**src/rtl/rwr_pkg.sv**
```systemverilog
// rwr_pkg: constants, codes, payload types and the sequence wrap helper
// for the receive window block; every other file imports it
package rwr_pkg;

    localparam int WINDOW_SLOTS = 5;
    localparam int SEQ_SPACE    = 30720;
    localparam int MAX_PAYLOAD  = 1020;

    localparam int SEQ_W  = 15;
    localparam int SIZE_W = 10;
    localparam int SLOT_W = 3;

    localparam int QUEUE_DEPTH = 2;
    localparam int QPTR_W      = (QUEUE_DEPTH > 1) ? $clog2(QUEUE_DEPTH) : 1;
    localparam int QCNT_W      = $clog2(QUEUE_DEPTH + 1);

    typedef enum logic {
        CMD_START  = 1'b0,
        CMD_INSERT = 1'b1
    } cmd_t;

    typedef enum logic [1:0] {
        KIND_STORED   = 2'd0,
        KIND_REJECTED = 2'd1,
        KIND_RELEASED = 2'd2,
        KIND_BASE_SET = 2'd3
    } kind_t;

    typedef enum logic {
        BK_IDLE,
        BK_SCAN
    } back_state_t;

    typedef struct packed {
        cmd_t              cmd;
        logic [SEQ_W-1:0]  seq;
        logic [SIZE_W-1:0] size;
    } cmd_item_t;

    typedef struct packed {
        kind_t             kind;
        logic [SEQ_W-1:0]  seg_seq;
        logic [SIZE_W-1:0] seg_size;
        logic [SLOT_W-1:0] slot;
        logic [SEQ_W-1:0]  next_base;
        logic              last;
    } result_t;

    typedef struct packed {
        logic empty;
        logic full;
    } queue_status_t;

    // value is below twice the sequence space, so one subtract wraps it
    function automatic logic [SEQ_W-1:0] wrap_seq(input logic [SEQ_W:0] v);
        logic [SEQ_W:0] r;
        if (v >= (SEQ_W+1)'(SEQ_SPACE))
        begin
            r = v - (SEQ_W+1)'(SEQ_SPACE);
        end
        else
        begin
            r = v;
        end
        return r[SEQ_W-1:0];
    endfunction

endpackage

```
**src/rtl/rwr_if.sv**
```systemverilog
// rwr_if: valid/ready channel interfaces for input items and results
// depends on rwr_pkg
interface rwr_in_if import rwr_pkg::*; ();
    logic              valid;
    logic              ready;
    cmd_t              cmd;
    logic [SEQ_W-1:0]  seq;
    logic [SIZE_W-1:0] size;

    modport source (output valid, cmd, seq, size, input ready);
    modport sink   (input valid, cmd, seq, size, output ready);
endinterface

interface rwr_out_if import rwr_pkg::*; ();
    logic              valid;
    logic              ready;
    kind_t             kind;
    logic [SEQ_W-1:0]  seg_seq;
    logic [SIZE_W-1:0] seg_size;
    logic [SLOT_W-1:0] slot;
    logic [SEQ_W-1:0]  next_base;
    logic              last;

    modport source (output valid, kind, seg_seq, seg_size, slot, next_base, last,
                    input ready);
    modport sink   (input valid, kind, seg_seq, seg_size, slot, next_base, last,
                    output ready);
endinterface

```
**src/rtl/rwr_front.sv**
```systemverilog
// rwr_front: accepts input items, wraps the sequence and clamps the size,
// then pushes them into the command queue; depends on rwr_pkg, rwr_if
module rwr_front import rwr_pkg::*;
(
    rwr_in_if.sink        item,
    input  queue_status_t q_status,
    output logic          push,
    output cmd_item_t     push_item
);

    assign item.ready = !q_status.full;
    assign push       = item.valid && !q_status.full;

    always_comb
    begin
        push_item.cmd = item.cmd;
        push_item.seq = wrap_seq({1'b0, item.seq});
        if (item.size > SIZE_W'(MAX_PAYLOAD))
        begin
            push_item.size = SIZE_W'(MAX_PAYLOAD);
        end
        else
        begin
            push_item.size = item.size;
        end
    end

endmodule

```
**src/rtl/rwr_queue.sv**
```systemverilog
// rwr_queue: short command queue between the front and the back end
// depends on rwr_pkg
module rwr_queue import rwr_pkg::*;
(
    input  logic          clk,
    input  logic          rst_n,
    input  logic          push,
    input  cmd_item_t     push_item,
    input  logic          pop,
    output cmd_item_t     pop_item,
    output queue_status_t status
);

    cmd_item_t          mem_reg [QUEUE_DEPTH];
    logic [QPTR_W-1:0]  wr_ptr_reg, wr_ptr_next;
    logic [QPTR_W-1:0]  rd_ptr_reg, rd_ptr_next;
    logic [QCNT_W-1:0]  count_reg, count_next;

    assign status.empty = (count_reg == '0);
    assign status.full  = (count_reg == QCNT_W'(QUEUE_DEPTH));
    assign pop_item     = mem_reg[rd_ptr_reg];

    always_comb
    begin
        wr_ptr_next = wr_ptr_reg;
        rd_ptr_next = rd_ptr_reg;
        if (push)
        begin
            wr_ptr_next = (wr_ptr_reg == QPTR_W'(QUEUE_DEPTH - 1)) ? '0 : wr_ptr_reg + 1'b1;
        end
        if (pop)
        begin
            rd_ptr_next = (rd_ptr_reg == QPTR_W'(QUEUE_DEPTH - 1)) ? '0 : rd_ptr_reg + 1'b1;
        end
        case ({push, pop})
            2'b10:   count_next = count_reg + 1'b1;
            2'b01:   count_next = count_reg - 1'b1;
            default: count_next = count_reg;
        endcase
    end

    always_ff @(posedge clk or negedge rst_n)
    begin
        if (!rst_n)
        begin
            wr_ptr_reg <= '0;
            rd_ptr_reg <= '0;
            count_reg  <= '0;
        end
        else
        begin
            wr_ptr_reg <= wr_ptr_next;
            rd_ptr_reg <= rd_ptr_next;
            count_reg  <= count_next;
        end
    end

    always_ff @(posedge clk)
    begin
        if (push)
        begin
            mem_reg[wr_ptr_reg] <= push_item;
        end
    end

endmodule

```
**src/rtl/rwr_back.sv**
```systemverilog
// rwr_back: window slots, expected base and the release sequencer that
// turns queued commands into results; depends on rwr_pkg, rwr_if
module rwr_back import rwr_pkg::*;
(
    input  logic          clk,
    input  logic          rst_n,
    input  queue_status_t q_status,
    input  cmd_item_t     pop_item,
    output logic          pop,
    rwr_out_if.source     result
);

    back_state_t       state_reg, state_next;
    logic              slot_valid_reg [WINDOW_SLOTS];
    logic [SEQ_W-1:0]  slot_seq_reg   [WINDOW_SLOTS];
    logic [SIZE_W-1:0] slot_size_reg  [WINDOW_SLOTS];
    logic [SEQ_W-1:0]  base_reg, base_next;
    logic              out_valid_reg, out_valid_next;
    result_t           out_reg, out_next;

    logic              out_free;
    logic              load_out;
    logic              store_en;
    logic              clear_en;
    logic              free_found;
    logic [SLOT_W-1:0] free_idx;
    logic              hit_found;
    logic [SLOT_W-1:0] hit_idx;
    logic [WINDOW_SLOTS-1:0] match;
    logic [WINDOW_SLOTS-1:0] more;
    logic [SEQ_W:0]    rel_sum;
    logic [SEQ_W-1:0]  rel_base;
    logic              store_match;

    assign out_free = !out_valid_reg || result.ready;

    // lowest free slot and lowest slot holding the expected base
    always_comb
    begin
        free_found = 1'b0;
        free_idx   = '0;
        hit_found  = 1'b0;
        hit_idx    = '0;
        for (int i = WINDOW_SLOTS - 1; i >= 0; i--)
        begin
            match[i] = slot_valid_reg[i] && (slot_seq_reg[i] == base_reg);
            if (!slot_valid_reg[i])
            begin
                free_found = 1'b1;
                free_idx   = SLOT_W'(i);
            end
            if (match[i])
            begin
                hit_found = 1'b1;
                hit_idx   = SLOT_W'(i);
            end
        end
    end

    assign rel_sum  = {1'b0, slot_seq_reg[hit_idx]} + (SEQ_W+1)'(slot_size_reg[hit_idx]);
    assign rel_base = wrap_seq(rel_sum);

    // does another slot continue the chain after this release
    always_comb
    begin
        for (int i = 0; i < WINDOW_SLOTS; i++)
        begin
            more[i] = slot_valid_reg[i] && (SLOT_W'(i) != hit_idx)
                      && (slot_seq_reg[i] == rel_base);
        end
    end

    assign store_match = (|match) || (free_found && (pop_item.seq == base_reg));

    always_comb
    begin
        state_next = state_reg;
        base_next  = base_reg;
        pop        = 1'b0;
        load_out   = 1'b0;
        store_en   = 1'b0;
        clear_en   = 1'b0;
        out_next   = out_reg;
        case (state_reg)
            BK_IDLE:
            begin
                if (!q_status.empty && out_free)
                begin
                    pop      = 1'b1;
                    load_out = 1'b1;
                    if (pop_item.cmd == CMD_START)
                    begin
                        base_next          = pop_item.seq;
                        out_next.kind      = KIND_BASE_SET;
                        out_next.seg_seq   = '0;
                        out_next.seg_size  = '0;
                        out_next.slot      = '0;
                        out_next.next_base = pop_item.seq;
                        out_next.last      = 1'b1;
                    end
                    else
                    begin
                        store_en           = free_found;
                        out_next.kind      = free_found ? KIND_STORED : KIND_REJECTED;
                        out_next.seg_seq   = pop_item.seq;
                        out_next.seg_size  = pop_item.size;
                        out_next.slot      = free_found ? free_idx : '0;
                        out_next.next_base = base_reg;
                        out_next.last      = !store_match;
                        if (store_match)
                        begin
                            state_next = BK_SCAN;
                        end
                    end
                end
            end
            BK_SCAN:
            begin
                if (out_free)
                begin
                    load_out           = 1'b1;
                    clear_en           = hit_found;
                    base_next          = rel_base;
                    out_next.kind      = KIND_RELEASED;
                    out_next.seg_seq   = slot_seq_reg[hit_idx];
                    out_next.seg_size  = slot_size_reg[hit_idx];
                    out_next.slot      = hit_idx;
                    out_next.next_base = rel_base;
                    out_next.last      = !(|more);
                    if (!(|more))
                    begin
                        state_next = BK_IDLE;
                    end
                end
            end
            default:
            begin
                state_next = BK_IDLE;
            end
        endcase
        if (load_out)
        begin
            out_valid_next = 1'b1;
        end
        else
        begin
            out_valid_next = out_valid_reg && !result.ready;
        end
    end

    always_ff @(posedge clk or negedge rst_n)
    begin
        if (!rst_n)
        begin
            state_reg     <= BK_IDLE;
            base_reg      <= '0;
            out_valid_reg <= 1'b0;
            for (int i = 0; i < WINDOW_SLOTS; i++)
            begin
                slot_valid_reg[i] <= 1'b0;
            end
        end
        else
        begin
            state_reg     <= state_next;
            base_reg      <= base_next;
            out_valid_reg <= out_valid_next;
            if (store_en)
            begin
                slot_valid_reg[free_idx] <= 1'b1;
            end
            if (clear_en)
            begin
                slot_valid_reg[hit_idx] <= 1'b0;
            end
        end
    end

    always_ff @(posedge clk)
    begin
        if (store_en)
        begin
            slot_seq_reg[free_idx]  <= pop_item.seq;
            slot_size_reg[free_idx] <= pop_item.size;
        end
        if (load_out)
        begin
            out_reg <= out_next;
        end
    end

    assign result.valid     = out_valid_reg;
    assign result.kind      = out_reg.kind;
    assign result.seg_seq   = out_reg.seg_seq;
    assign result.seg_size  = out_reg.seg_size;
    assign result.slot      = out_reg.slot;
    assign result.next_base = out_reg.next_base;
    assign result.last      = out_reg.last;

endmodule

```
**src/rtl/receive_window_reorder_release_top.sv**
```systemverilog
// channel  | dir | handshake     | payload
// item     | in  | valid / ready | cmd, seq, size
// result   | out | valid / ready | kind, seg_seq, seg_size, slot, next_base, last
//
// a start item gives one base set result in the back end; an insert gives its
// store or reject result, then one release per chained segment (up to five),
// as the back end does a single release compare and base add per result.
// items enter a two-entry queue at one per cycle while it has room.
// reset empties the window, clears the base to zero and flushes the queue.
// a stalled result holds the back end; the queue keeps taking items until full.
//
// receive_window_reorder_release_top: front, queue and back end of the
// receive window; depends on rwr_pkg, rwr_if, rwr_front, rwr_queue, rwr_back
module receive_window_reorder_release_top import rwr_pkg::*;
(
    input  logic      clk,
    input  logic      rst_n,
    rwr_in_if.sink    item,
    rwr_out_if.source result
);

    logic          push;
    cmd_item_t     push_item;
    logic          pop;
    cmd_item_t     pop_item;
    queue_status_t q_status;

    rwr_front u_front
    (
        .item      (item),
        .q_status  (q_status),
        .push      (push),
        .push_item (push_item)
    );

    rwr_queue u_queue
    (
        .clk       (clk),
        .rst_n     (rst_n),
        .push      (push),
        .push_item (push_item),
        .pop       (pop),
        .pop_item  (pop_item),
        .status    (q_status)
    );

    rwr_back u_back
    (
        .clk      (clk),
        .rst_n    (rst_n),
        .q_status (q_status),
        .pop_item (pop_item),
        .pop      (pop),
        .result   (result)
    );

    a_pop_nonempty: assert property (@(posedge clk) disable iff (!rst_n)
        pop |-> !q_status.empty)
        else $error("back end popped an empty queue");

    a_start_result: assert property (@(posedge clk) disable iff (!rst_n)
        (pop && pop_item.cmd == CMD_START) |=>
        (result.valid && result.kind == KIND_BASE_SET && result.last))
        else $error("start command did not give a final base set result");

    a_base_set_fields: assert property (@(posedge clk) disable iff (!rst_n)
        (result.valid && result.kind == KIND_BASE_SET) |->
        (result.seg_seq == '0 && result.slot == '0 && result.last))
        else $error("base set result carries segment fields");

endmodule

```
**src/flat_wrapper.sv**
```systemverilog
// flat-port wrapper written by rule: the top's interface ports become plain ports
module receive_window_reorder_release_top_flat import rwr_pkg::*;
  (clk, rst_n, item_valid, item_cmd, item_seq, item_size, item_ready, result_valid, result_kind, result_seg_seq, result_seg_size, result_slot, result_next_base, result_last, result_ready);
  rwr_in_if item_i ();
  rwr_out_if result_i ();
  input  logic clk;
  input  logic rst_n;
  input wire logic [$bits(item_i.valid)-1:0] item_valid;
  input wire logic [$bits(item_i.cmd)-1:0] item_cmd;
  input wire logic [$bits(item_i.seq)-1:0] item_seq;
  input wire logic [$bits(item_i.size)-1:0] item_size;
  output wire logic [$bits(item_i.ready)-1:0] item_ready;
  output wire logic [$bits(result_i.valid)-1:0] result_valid;
  output wire logic [$bits(result_i.kind)-1:0] result_kind;
  output wire logic [$bits(result_i.seg_seq)-1:0] result_seg_seq;
  output wire logic [$bits(result_i.seg_size)-1:0] result_seg_size;
  output wire logic [$bits(result_i.slot)-1:0] result_slot;
  output wire logic [$bits(result_i.next_base)-1:0] result_next_base;
  output wire logic [$bits(result_i.last)-1:0] result_last;
  input wire logic [$bits(result_i.ready)-1:0] result_ready;
  assign item_i.valid = item_valid;
  assign item_i.cmd = item_cmd;
  assign item_i.seq = item_seq;
  assign item_i.size = item_size;
  assign item_ready = item_i.ready;
  assign result_valid = result_i.valid;
  assign result_kind = result_i.kind;
  assign result_seg_seq = result_i.seg_seq;
  assign result_seg_size = result_i.seg_size;
  assign result_slot = result_i.slot;
  assign result_next_base = result_i.next_base;
  assign result_last = result_i.last;
  assign result_i.ready = result_ready;
  receive_window_reorder_release_top u_core (.clk(clk), .rst_n(rst_n), .item(item_i), .result(result_i));
endmodule
```
**config.mk**
```make
export PLATFORM = sky130hd
export DESIGN_NAME = receive_window_reorder_release_top_flat
export DESIGN_NICKNAME = d
export VERILOG_FILES = /design/src/rtl/rwr_pkg.sv /design/src/rtl/rwr_if.sv /design/src/rtl/rwr_front.sv /design/src/rtl/rwr_queue.sv /design/src/rtl/rwr_back.sv /design/src/rtl/receive_window_reorder_release_top.sv /design/src/flat_wrapper.sv
export SDC_FILE = /design/constraint.sdc
export NUM_CORES = 1
export LEC_CHECK = 0
export BUFFER_PORTS_ARGS = -buffer_cell sky130_fd_sc_hd__buf_2
export CAP_MARGIN = 0
export CORE_MARGIN = 3
export CORE_UTILIZATION = 34
export CTS_CLUSTER_SIZE = 20
export DETAILED_ROUTE_END_ITERATION = 10
export PLACE_DENSITY = 0.52
export SETUP_SLACK_MARGIN = 0.5
export SYNTH_ARGS = -nofsm -noshare
export SYNTH_HDL_FRONTEND = slang
export SYNTH_SLANG_ARGS = --single-unit
```
**constraint.sdc**
```tcl
create_clock -name clk -period 15 [get_ports clk]
set_input_delay 3 -clock clk [delete_from_list [all_inputs] [get_ports clk]]
set_output_delay 3 -clock clk [all_outputs]
set_load 0.01 [all_outputs]
```
==> metrics.txt <==
# TYPE chip_impl_metric gauge
chip_impl_metric{name="post-synth-top-area-fraction",unit="%"} 49.0
chip_impl_metric{name="totalWireLength",unit="µm"} 47700
chip_impl_info{name="postSynth.topFlopCell",value="edfxtp_1"} 1
chip_impl_metric{name="power.static_leakage",unit="nW"} 5.27
chip_impl_metric{name="die_w",unit="µm"} 207
chip_impl_metric{name="grt_pass1_vias",unit=""} 9954
chip_impl_info{name="outcome",value="finished, final reports clean"} 1
chip_impl_info{name="hold_path_class",value="reg2reg"} 1
chip_impl_metric{name="total_drc_errors_in_the_routed_layout",unit=""} 0
chip_impl_metric{name="row_count",unit=""} 72
chip_impl_metric{name="antenna_found_initial",unit=""} 1
chip_impl_metric{name="synth-edff-count",unit=""} 223
chip_impl_metric{name="grt_start_max_net_pins",unit=""} 47
chip_impl_metric{name="initial_utilization",unit="%"} 34.9
chip_impl_metric{name="antenna_violating_nets_post_route",unit=""} 0
chip_impl_info{name="worst_setup_end_kind",value="flop"} 1
chip_impl_metric{name="largest_register_ffs",unit=""} 75
chip_impl_info{name="timing.critical_path.max_delay_family",value="simple AND/OR/NAND/NOR gates"} 1
chip_impl_metric{name="cp_data_arrival_time",unit="ns"} 8.48
chip_impl_metric{name="final_nets",unit=""} 1299
chip_impl_metric{name="postLayoutSetupSlackWorst",unit="ns"} 6.81
chip_impl_metric{name="cp_slowest_stage_delay",unit="ns"} 0.84
chip_impl_metric{name="via_per_inst",unit=""} 5.77
chip_impl_info{name="yosys.area.top_type",value="edfxtp_1"} 1
chip_impl_metric{name="fillers",unit=""} 3800
chip_impl_metric{name="die-area",unit="µm²"} 42700
chip_impl_metric{name="detailedPlacementHpwl",unit="µm"} 35000
chip_impl_metric{name="yosysWarnings",unit=""} 0
chip_impl_metric{name="timing.fmax",unit="GHz"} 0.122
chip_impl_metric{name="ys_types",unit=""} 87
chip_impl_metric{name="clock_latency",unit="ns"} 0.57
chip_impl_metric{name="post_cts.resized_instances",unit=""} 0
chip_impl_metric{name="syn_area",unit="µm²"} 13700
chip_impl_info{name="ordered_cell_list_for_the_critical_path",value="xnor2_1 > nand4_1 > nor4_2 > nand2_1 > o21ai_0 > fa_1 > nor2b_1 > o31a_1 > o21ai_0 > a21oi_1 > a31oi_1 > or3_1 > and2_1 > ha_1 > nand2_1 > or4b_2 > o31ai_1 > a311oi_1 > a2111oi_2 > a311oi_1 > nand3_1 > a31oi_1"} 1
chip_impl_metric{name="finalMaxSlewViolations",unit=""} 0
chip_impl_metric{name="global_route_track_usage_on_met1",unit="%"} 31.4
chip_impl_metric{name="fin_crit_sh",unit="%"} 54.6
chip_impl_metric{name="synth.yosys.seq_area_share",unit="%"} 53.7
chip_impl_metric{name="finalHoldViolCount",unit=""} 0
chip_impl_info{name="cts_root_buffer",value="clkbuf_16"} 1
chip_impl_metric{name="worst_ir_drop_vdd",unit="mV"} 0.105
chip_impl_metric{name="maxCapViolations",unit=""} 0
chip_impl_metric{name="cellPowerDensity",unit="nW/µm²"} 168
chip_impl_info{name="worstSetupPathType",value="reg2reg"} 1
chip_impl_metric{name="setup_viol",unit=""} 0
chip_impl_metric{name="drt-initial-drc-count",unit=""} 1035
chip_impl_metric{name="htreeDepth",unit=""} 1
chip_impl_metric{name="place_ws",unit="ns"} 6.46
chip_impl_metric{name="setup_tns",unit="ns"} 0
chip_impl_metric{name="fp.dieH",unit="µm"} 207
chip_impl_metric{name="grt.met3_usage",unit="%"} 2.82
chip_impl_metric{name="timing_worst_slew_pin_value",unit="ns"} 1.31
chip_impl_metric{name="port_buffers",unit=""} 77
chip_impl_metric{name="areaGrowthSynthToFinish",unit="%"} 13.2
chip_impl_metric{name="cts_setup_buffers",unit=""} 0
chip_impl_metric{name="critical_path.n_buffers_inverters",unit=""} 0
chip_impl_metric{name="boundary_pins",unit=""} 78
chip_impl_metric{name="antenna_cells_inserted",unit=""} 0
chip_impl_metric{name="worst_setup_hold_path_clk_slew",unit="ns"} 0.06
chip_impl_info{name="grt_setup_unrepaired",value="no"} 1
chip_impl_metric{name="synth_cells",unit=""} 1199
chip_impl_metric{name="met2_track_demand_over_resource",unit="%"} 36.0
chip_impl_info{name="synth_most_common_cell",value="edfxtp_1"} 1
chip_impl_info{name="netlist_top_cells_area",value="edfxtp_1 (49%), xnor2_1 (8.2%), dfrtp_1 (4.8%)"} 1
chip_impl_metric{name="fin_crit",unit="ns"} 8.19
chip_impl_metric{name="finClkSkew",unit="ns"} 0.0158
chip_impl_metric{name="detailroute.via_count",unit=""} 10357
chip_impl_info{name="yosys-top-cells-count",value="edfxtp_1 (223), xnor2_1 (128), nand2_1 (84)"} 1
chip_impl_info{name="critical_path.startpoint_type",value="flop"} 1
chip_impl_metric{name="synthesis.nets",unit=""} 1243
chip_impl_metric{name="drt_pass1_iterations",unit=""} 6
chip_impl_metric{name="synth_seq_cells",unit=""} 249
chip_impl_metric{name="grt_overflow",unit=""} 0
chip_impl_info{name="grt.busiest_layer",value="met2"} 1
chip_impl_metric{name="asyncSetResetFlopFracSynth",unit="%"} 10.4
chip_impl_metric{name="fraction_of_final_layout_cells_with_drive_strength_greater_than_1",unit="%"} 16.8
chip_impl_metric{name="cts.hold.buffers_added",unit=""} 0
chip_impl_metric{name="slew_headroom",unit="%"} 12.1
chip_impl_metric{name="cts.sink_count",unit=""} 249
chip_impl_metric{name="cts_buffers",unit=""} 27
chip_impl_metric{name="worstPathMaxFanout",unit=""} 20
chip_impl_metric{name="groute.usage.overall",unit="%"} 22.3
chip_impl_info{name="timing.critical_path.slowest_stage_cell",value="nand2_1"} 1
chip_impl_metric{name="synthesis.area_per_instance",unit="µm²"} 11.4
chip_impl_metric{name="place.gp.congestion",unit=""} 0.973
chip_impl_metric{name="floorplan.core_area",unit="µm²"} 39200
chip_impl_metric{name="worstPathRequired",unit="ns"} 15.28
chip_impl_metric{name="clockBufferDepth",unit=""} 3
chip_impl_info{name="cts_tree",value="yes"} 1
chip_impl_metric{name="global_route_wire_length_before_repair",unit="µm"} 69500
chip_impl_metric{name="wire_per_inst",unit="µm"} 26.6
==> area by class of cell <==
type,instances,area (µm²),share of cell area (%)
clock inverters,21,246,1.59
repair buffers,100,558,3.60
flip-flops and latches,249,7350,47.5
multi-input cells,848,5880,38.0
clock buffers,29,693,4.48
well taps,518,648,4.19
inverters,29,109,0.703
==> cells by family after synthesis <==
| kind of cell | count (synthesis) | share of synthesized area, % |
|---|---|---|
| buffers and inverters | 102 | 3.61 |
| AND/OR/NAND/NOR | 387 | 15.0 |
| XOR/XNOR | 160 | 10.7 |
| adder cells (fa/ha/maj) | 14 | 1.34 |
| flip-flops | 249 | 53.7 |
| multiplexers | 41 | 3.19 |
| AO/OA/AOI/OAI | 246 | 12.4 |
==> metal layers <==
| metal | wire length, µm | share of wire [%] |
|---|---|---|
| met5 | 0 | 0 |
| met1 | 21000 | 44 |
| met2 | 22000 | 46 |
| met4 | 1540 | 3.2 |
| met3 | 3080 | 6.5 |
==> stage by stage <==
stage | power, mW | area, µm² | util, % | instances | hold WS (ns)
2_1_floorplan | 1.61 | 13700 | - | 1199 | 0.459
3_3_place_gp | 1.91 | 14500 | 37.1 | 1744 | 0.491
6_report | 2.60 | 15500 | 39.5 | 1794 | 0.502
5_1_grt | 2.71 | 15500 | 39.5 | 1794 | 0.512
4_1_cts | 2.61 | 15500 | 39.5 | 1794 | 0.505
3_5_place_dp | 1.90 | 14500 | 37.1 | 1744 | 0.490
==> power breakdown <==
group / internal (mW) / leakage (nW) / switching (mW)
logic: 0.285 / 2.47 / 0.513
clock network: 0.409 / 0.453 / 0.295
registers: 0.977 / 2.35 / 0.120
total: 1.67 / 5.27 / 0.928
==> path summary, 6_finish.rpt <==
kind / start / endpoint / slack, ns / cells after the start
setup / recovery: u_core.u_back.base_reg[11]$_DFFE_PN0P_ / u_core.u_back.result.last$_DFFE_PP_ / 6.81 / 22
hold / removal: u_core.u_queue.count_reg[1]$_DFFE_PN0P_ / u_core.u_queue.count_reg[1]$_DFFE_PN0P_ / 0.50 / 1
setup reg to reg: u_core.u_back.base_reg[11]$_DFFE_PN0P_ / u_core.u_back.result.last$_DFFE_PP_ / 6.81 / 22
hold reg to reg: u_core.u_queue.count_reg[1]$_DFFE_PN0P_ / u_core.u_queue.count_reg[1]$_DFFE_PN0P_ / 0.50 / 1
max in group asynchronous: rst_n / u_core.u_back.state_reg$_DFF_PN0_ / 11.89 / 1
min in group asynchronous: rst_n / u_core.u_back.base_reg[3]$_DFFE_PN0P_ / 2.52 / 1
==> cell usage in the layout, fill, tap and decap left out, drive strengths merged, types with 16 or more instances in the layout <==
cell | synthesis | routed
edfxtp | 223 | 223
clkbuf | 44 | 29
nand2 | 85 | 85
xor2 | 24 | 24
nand4 | 54 | 54
o211ai | 16 | 16
inv | 28 | 32
xnor2 | 136 | 136
dfrtp | 26 | 26
nor3 | 20 | 20
nor2 | 85 | 85
mux2i | 20 | 20
nor4 | 27 | 27
nand3 | 40 | 40
mux2 | 21 | 21
o21a | 20 | 20
a21oi | 39 | 39
buf | 29 | 100
o21ai | 65 | 65
No activity file was read; power rests on OpenSTA's default activity.
